[config.mk]
export PLATFORM = sky130hd
export DESIGN_NAME = qibm_sqrt_cell
export DESIGN_NICKNAME = d
export VERILOG_FILES = /design/src/sv/qibm_pkg.sv /design/src/sv/qibm_sqrt_cell.sv
export SDC_FILE = /design/constraint.sdc
export NUM_CORES = 1
export LEC_CHECK = 0
export BUFFER_PORTS_ARGS = -buffer_cell sky130_fd_sc_hd__buf_2
export CAP_MARGIN = 20
export CORE_AREA = 2 2 237 239
export CTS_CLUSTER_DIAMETER = 50
export DETAILED_ROUTE_END_ITERATION = 10
export DIE_AREA = 0 0 239 241
export SLEW_MARGIN = 20
export SYNTH_ARGS = -nofsm -noshare
export SYNTH_HDL_FRONTEND = slang
export SYNTH_SLANG_ARGS = --single-unit
[constraint.sdc]
create_clock -name clk -period 0.8 [get_ports clk]
set_input_delay 0.16 -clock clk [delete_from_list [all_inputs] [get_ports clk]]
set_output_delay 0.16 -clock clk [all_outputs]
set_load 0.005 [all_outputs]
[src/sv/qibm_pkg.sv]
package qibm_pkg;

	localparam int COORD_W   = 32;
	localparam int FRAC_BITS = 16;
	localparam int OUT_W     = 32;
	localparam int SUM_W     = COORD_W + 4;
	localparam int PRD_W     = 2 * SUM_W;
	localparam int Q_W       = PRD_W + 2;
	localparam int HALF_W    = (Q_W + 1) / 2;
	localparam int HI_W      = Q_W - HALF_W;
	localparam int PP_W      = 2 * HALF_W;
	localparam int DL_W      = 2 * Q_W + 2;
	localparam int R_W       = DL_W / 2;
	localparam int RM_W      = R_W + 3;
	localparam int N_W       = R_W + 3;
	localparam int E_W       = OUT_W + SUM_W + 1;
	localparam int MAG_W     = N_W;
	localparam int DV_W      = MAG_W + OUT_W + 2;
	localparam int DIV_LAT   = OUT_W + 3;
	localparam int PIPE_LAT  = 7 + R_W + 3 + 2 * DIV_LAT + 4 + 1;

	localparam longint unsigned LIM_A = (64'd1 << (2 * FRAC_BITS)) / 64'd100000;
	localparam longint unsigned LIM_D = (64'd1 << (2 * FRAC_BITS)) / 64'd1000000000;

	localparam logic [2:0] ST_LINEAR   = 3'd0;
	localparam logic [2:0] ST_QUAD     = 3'd1;
	localparam logic [2:0] ST_DOUBLE   = 3'd2;
	localparam logic [2:0] ST_OUTSIDE  = 3'd3;
	localparam logic [2:0] ST_COMPLEX  = 3'd4;
	localparam logic [2:0] ST_ZERO_DIV = 3'd5;

	typedef logic signed [COORD_W-1:0] coord_t;
	typedef logic signed [SUM_W-1:0]   sum_t;
	typedef logic signed [Q_W-1:0]     q_t;
	typedef logic signed [N_W-1:0]     n_t;
	typedef logic signed [E_W-1:0]     e_t;
	typedef logic signed [OUT_W-1:0]   out_t;

	typedef struct packed {
		coord_t corner1_x;
		coord_t corner1_y;
		coord_t corner2_x;
		coord_t corner2_y;
		coord_t corner3_x;
		coord_t corner3_y;
		coord_t corner4_x;
		coord_t corner4_y;
		coord_t point_x;
		coord_t point_y;
	} item_t;

	typedef struct packed {
		out_t       local_ksi;
		out_t       local_eta;
		logic [2:0] status;
	} result_t;

	typedef struct packed {
		sum_t a1;
		sum_t a2;
		sum_t a3;
		sum_t a4;
		sum_t b1;
		sum_t b2;
		sum_t b3;
		sum_t b4;
	} coef_t;

	typedef struct packed {
		logic [RM_W-1:0] rem;
		logic [R_W-1:0]  root;
		logic [DL_W-1:0] n;
	} sq_st_t;

	typedef struct packed {
		logic [DV_W-1:0]  r;
		logic [DV_W-1:0]  dsh;
		logic [OUT_W-1:0] q;
		logic             ovf;
		logic             neg;
	} div_st_t;

endpackage

[src/sv/qibm_sqrt_cell.sv]
module qibm_sqrt_cell (
	input  logic             clk,
	input  logic             arst_n,
	input  logic             in_valid,
	input  qibm_pkg::sq_st_t in_st,
	output logic             out_valid,
	output qibm_pkg::sq_st_t out_st
);
	import qibm_pkg::*;

	logic [RM_W-1:0] rem2;
	logic [RM_W-1:0] trial;
	logic            take;

	always_comb begin
		rem2  = {in_st.rem[RM_W-3:0], in_st.n[DL_W-1 -: 2]};
		trial = RM_W'({in_st.root, 2'b01});
		take  = rem2 >= trial;
	end

	always_ff @(posedge clk or negedge arst_n) begin
		if (!arst_n) begin
			out_valid <= 1'b0;
		end else begin
			out_valid <= in_valid;
		end
	end

	always_ff @(posedge clk) begin
		out_st.rem  <= take ? rem2 - trial : rem2;
		out_st.root <= {in_st.root[R_W-2:0], take};
		out_st.n    <= {in_st.n[DL_W-3:0], 2'b00};
	end

endmodule

After elaboration in Yosys (flattened, before gate mapping)
Index checks and enable logic that the tools add are counted.
{"block": "word_totals", "register_bits": 302, "inputBits": 306, "out_inout_bits": 304}
{"block": "op_classes", "add_sub_neg": 1, "order_cmp": 1, "n_mux": 1}
{"operator": "78-bit by 77-bit >= comparator with 1-bit output", "n": 1}
{"operator": "78-bit two-way mux", "n": 1}
{"operator": "78-bit by 77-bit subtractor with 78-bit output", "n": 1}

Longest topological paths before layout
{"block": "logic_depth", "word_depth": 2, "ltp_mapped": 16, "mapped_depth_nobuf": 13}

Worst setup path before layout
Ideal clock, no wire load.
{"block": "synth_path", "kind": "input to register", "from": "input port in_st[160] (netlist bit)", "to": "register out_st[232] (netlist bit)", "setup_time_ns": 0.096, "arrival_time_ns": 2.683, "required_ns": 0.704, "path_slack_ns": -1.979, "path_stages": 14, "path_buffers": 3, "path_cell_list": "inv_1 -> ha_1 -> buf_2 -> nand4_1 -> nor3_1 -> a21boi_1 -> o21bai_1 -> a311oi_2 -> nor2_1 -> o21a_1 -> o311a_4 -> buf_6 -> buf_6 -> o41ai_2"}
{"block": "synth_via", "elab_chain_cells": 2}
{"element": "start: declaration", "line_no": "qibm_sqrt_cell.sv:5", "rtl": "input qibm_pkg::sq_st_t in_st,"}
{"element": "78-bit by 77-bit >= comparator with 1-bit output", "line_no": "qibm_sqrt_cell.sv:18", "rtl": "take = rem2 >= trial;"}
{"element": "78-bit two-way mux", "line_no": "qibm_sqrt_cell.sv:30", "rtl": "out_st.rem <= take ? rem2 - trial : rem2;"}
{"element": "end: declaration", "line_no": "qibm_sqrt_cell.sv:7", "rtl": "output qibm_pkg::sq_st_t out_st"}
Every way passes these cells.

Worst setup path in the final report
{"block": "layout_path", "from": "input port in_st[155] (netlist bit)", "to": "register out_st[225] (netlist bit)"}
The elaborated chain is that of the path after synthesis.

==> summary.md <==
| Metric | Value |
|---|---|
| Max Cap Viol | 0 |
| Critical path class | in -> reg |
| GP Congestion | 0.885 |
| Startpoint type of the worst setup path | input port |
| Largest net degree at the start of global routing | 53 |
| Hold WC Path Type | in -> reg |
| Row cnt | 86 |
| Leading area contributor after synthesis | dfxtp_1 |
| Die H | 241 um |
| Most common cell in the netlist | dfxtp_1 |
| Power per Cell Area | 1990 nW/um2 |
| Final Hold Viols | 1 |
| Total die area | 57600 um2 |
| Area growth, synth to finish | 120% |
| I/O Pins | 610 |
| Met3 Routed Length | 4100 um |
| Drt wl/cell | 21.3 um |
| Fin Hold WS | -0.00546 ns |
| Crit path arrival time | 2.94 ns |
| First-pass DRT Iterations | 5 |
| Via count | 15100 |
| PortBufs | 605 |
| Design area | 26700 um2 |
| Rel. slew slack | 0.522 |
| Seq cells post-synth | 302 |
| Max H-tree Level | 2 |
| Maximum VDD drop | 1.57 mV |
| Setup TNS Final | -238.67 ns |
| Placed inst area | 18800 um2 |
| Root Buffer | clkbuf_16 |
| Synth area leaders | dfxtp_1 50%, ha_1 8.0%, nand2_1 4.9% |
| Status | complete, but fails checks |
| Failing checks | hold timing, setup timing |
| Drt total wl | 71700 um |
| Met1 Routed Length | 26800 um |
| Final worst setup slack | -1.67 ns |
| Initial antenna violation count | 11 |
| First-pass GRT wire length | 96100 um |
| Period Utilization, post-route | 3.09 |
| Initial Utilization | 0.221 |
| Die Span X | 239 um |
| CP max FO | 5 |
| Storage cell area | 6260 um2 |
| Slew of the pin with the lowest slew margin | 0.708 ns |
| Post-Syn Area | 12100 um2 |
| Remaining global-route overflow | 0 |
| Total GRT Usage | 0.224 |
| Number of flops mapped to enable cells by yosys | 0 |
| Final #Nets | 3013 |
| Number of clock sinks | 302 |
| Final setup violation count | 381 |
| Synthesized area per cell | 9.26 um2 |
| CTS buffer count | 47 |
| Lkg Pwr | 12.5 nW |
| Yosys warning count | 0 |
| Top cells by count, synth | 301 x dfxtp_1, 157 x nand2_1, 113 x o21ai_0 |
| Vias in the first global route | 15800 |
| Multi-input gate area | 6940 um2 |
| Top_reg_cell synth | dfxtp_1 |
| Tot Pwr | 53.0 mW |
| RSZ-0062 raised after global routing | yes |
| Cell variety after synth | 76 |
| Final core utilization | 0.486 |
| Crit. End Element | register |
| Min cycle time layout | 2.47 ns |
| Max layer used | met5 |
| Post-synth top area share | 0.498 |
| Vias per Instance | 4.48 |
| Metal2 WL | 37200 um |
| Critical Path RT | 1.27 ns |
| Max Root-Sink Buffers | 3 |
| 1st-iter DRT viols | 566 |
| DRC | 0 |
| Fraction of registers with async set/reset | 0.00331 |
| Fmax achieved | 0.405 GHz |
| TritonCTS clock tree | yes |
| Fill count | 4883 |
| Register area share after synthesis | 0.500 |
| Slew Viols, Final | 0 |
| Synthesized netlist cell count | 1307 |
| HPWL after DPL | 51300 um |
| Ratio of cells with drive above 1 in the final layout | 0.568 |
| Reg clk slew, reported paths | 0.05 ns |
| Routed Antenna Nets | 0 |
| Core Box Area | 54900 um2 |
sequential cells by signal, summed over array words and instances (netlist names):
| name | count |
|---|---|
| out_valid | 1 |
| out_st | 301 |
cells by family after synthesis:
| family | synth area share |
|---|---|
| AOI/OAI and AO/OA | 0.185 |
| and+or+nand+nor | 0.128 |
| DFF | 0.500 |
| buffers and inverters | 0.0527 |
| adders and majority gates | 0.0796 |
| xor gates and xnor gates | 0.0506 |
| muxes | 0.00351 |
| other | 0.000310 |
placed cells by master (no fill, tap or decap), drive strengths merged, types with 5 or more instances in the layout:
master,netlist,routed
a211oi,8,8
a21o,28,28
a21oi,107,107
a31oi,8,8
and3,9,9
buf,18,1014
clkbuf,36,64
clkinv,0,10
dfxtp,301,301
dlygate4sd3,0,302
ha,77,77
inv,105,122
nand2,159,159
nand2b,7,7
nand3,19,19
nand4,29,29
nor2,60,60
nor2b,9,9
nor3,19,19
nor4,5,5
o21a,12,12
o21ai,122,122
o21bai,23,23
o31ai,10,10
xnor2,42,42
xor2,28,28
metrics by stage:
| step | instances | setup slack [ns] |
|---|---|---|
| 2_1_floorplan | 1308 | -1.84 |
| 4_1_cts | 3341 | -1.63 |
| 3_5_place_dp | 2912 | -2.53 |
| 5_1_grt | 3371 | -1.79 |
| 3_3_place_gp | 2912 | -2.54 |
| 6_report | 3372 | -1.67 |
worst paths after layout:
path / from / end / slack (ns) / cells past startpoint
worst min-delay path: in_st[148] / out_st[226] / -0.005 / 4
min in group asynchronous: arst_n / out_valid / 0.44 / 3
max in group asynchronous: arst_n / out_valid / 0.26 / 3
worst max-delay path: in_st[155] / out_st[225] / -1.67 / 15
layer usage:
metal  track usage  vias up
li1              -     7173
met1         0.238     7213
met2         0.419      543
met3        0.0480      158
met4         0.111       16
met5             0        -
final cells by class:
cell class / count / area share
sequential: 302 / 0.235
tap: 704 / 0.0330
inverter: 105 / 0.0162
antenna: 2 / 0.000187
multi-input combinational: 850 / 0.260
clock buffer: 56 / 0.0469
clock inverter: 29 / 0.0118
timing repair buffer: 1324 / 0.397
worst max-delay path, cell delays in order:
cell	delay, ns
buf_2	0.11
inv_2	0.05
ha_4	0.27
buf_4	0.13
nand2_1	0.06
nor3_2	0.18
a21boi_4	0.27
o21bai_4	0.09
a311oi_4	0.41
nor2_2	0.09
o21a_4	0.23
o311a_4	0.43
buf_12	0.17
buf_16	0.15
xnor2_2	0.12
timing repair:
item                                   4_1_cts  5_1_grt
gates cloned                                 6       16
hold buffers                               300        2
gates resized for setup                    417      327
buffers inserted                            42       13
setup endpoints to repair                  381      381
pin swaps                                   55       83
endpoints found under the hold margin      301        2
report_power, final:
part           switching, mW  leakage, nW  internal, mW
Clock                   8.52        0.771          11.9
Combinational           6.86         9.19          8.35
Sequential             0.676         2.56          16.7
Total                   16.1         12.5          37.0
(Power assumes the default switching activity.)
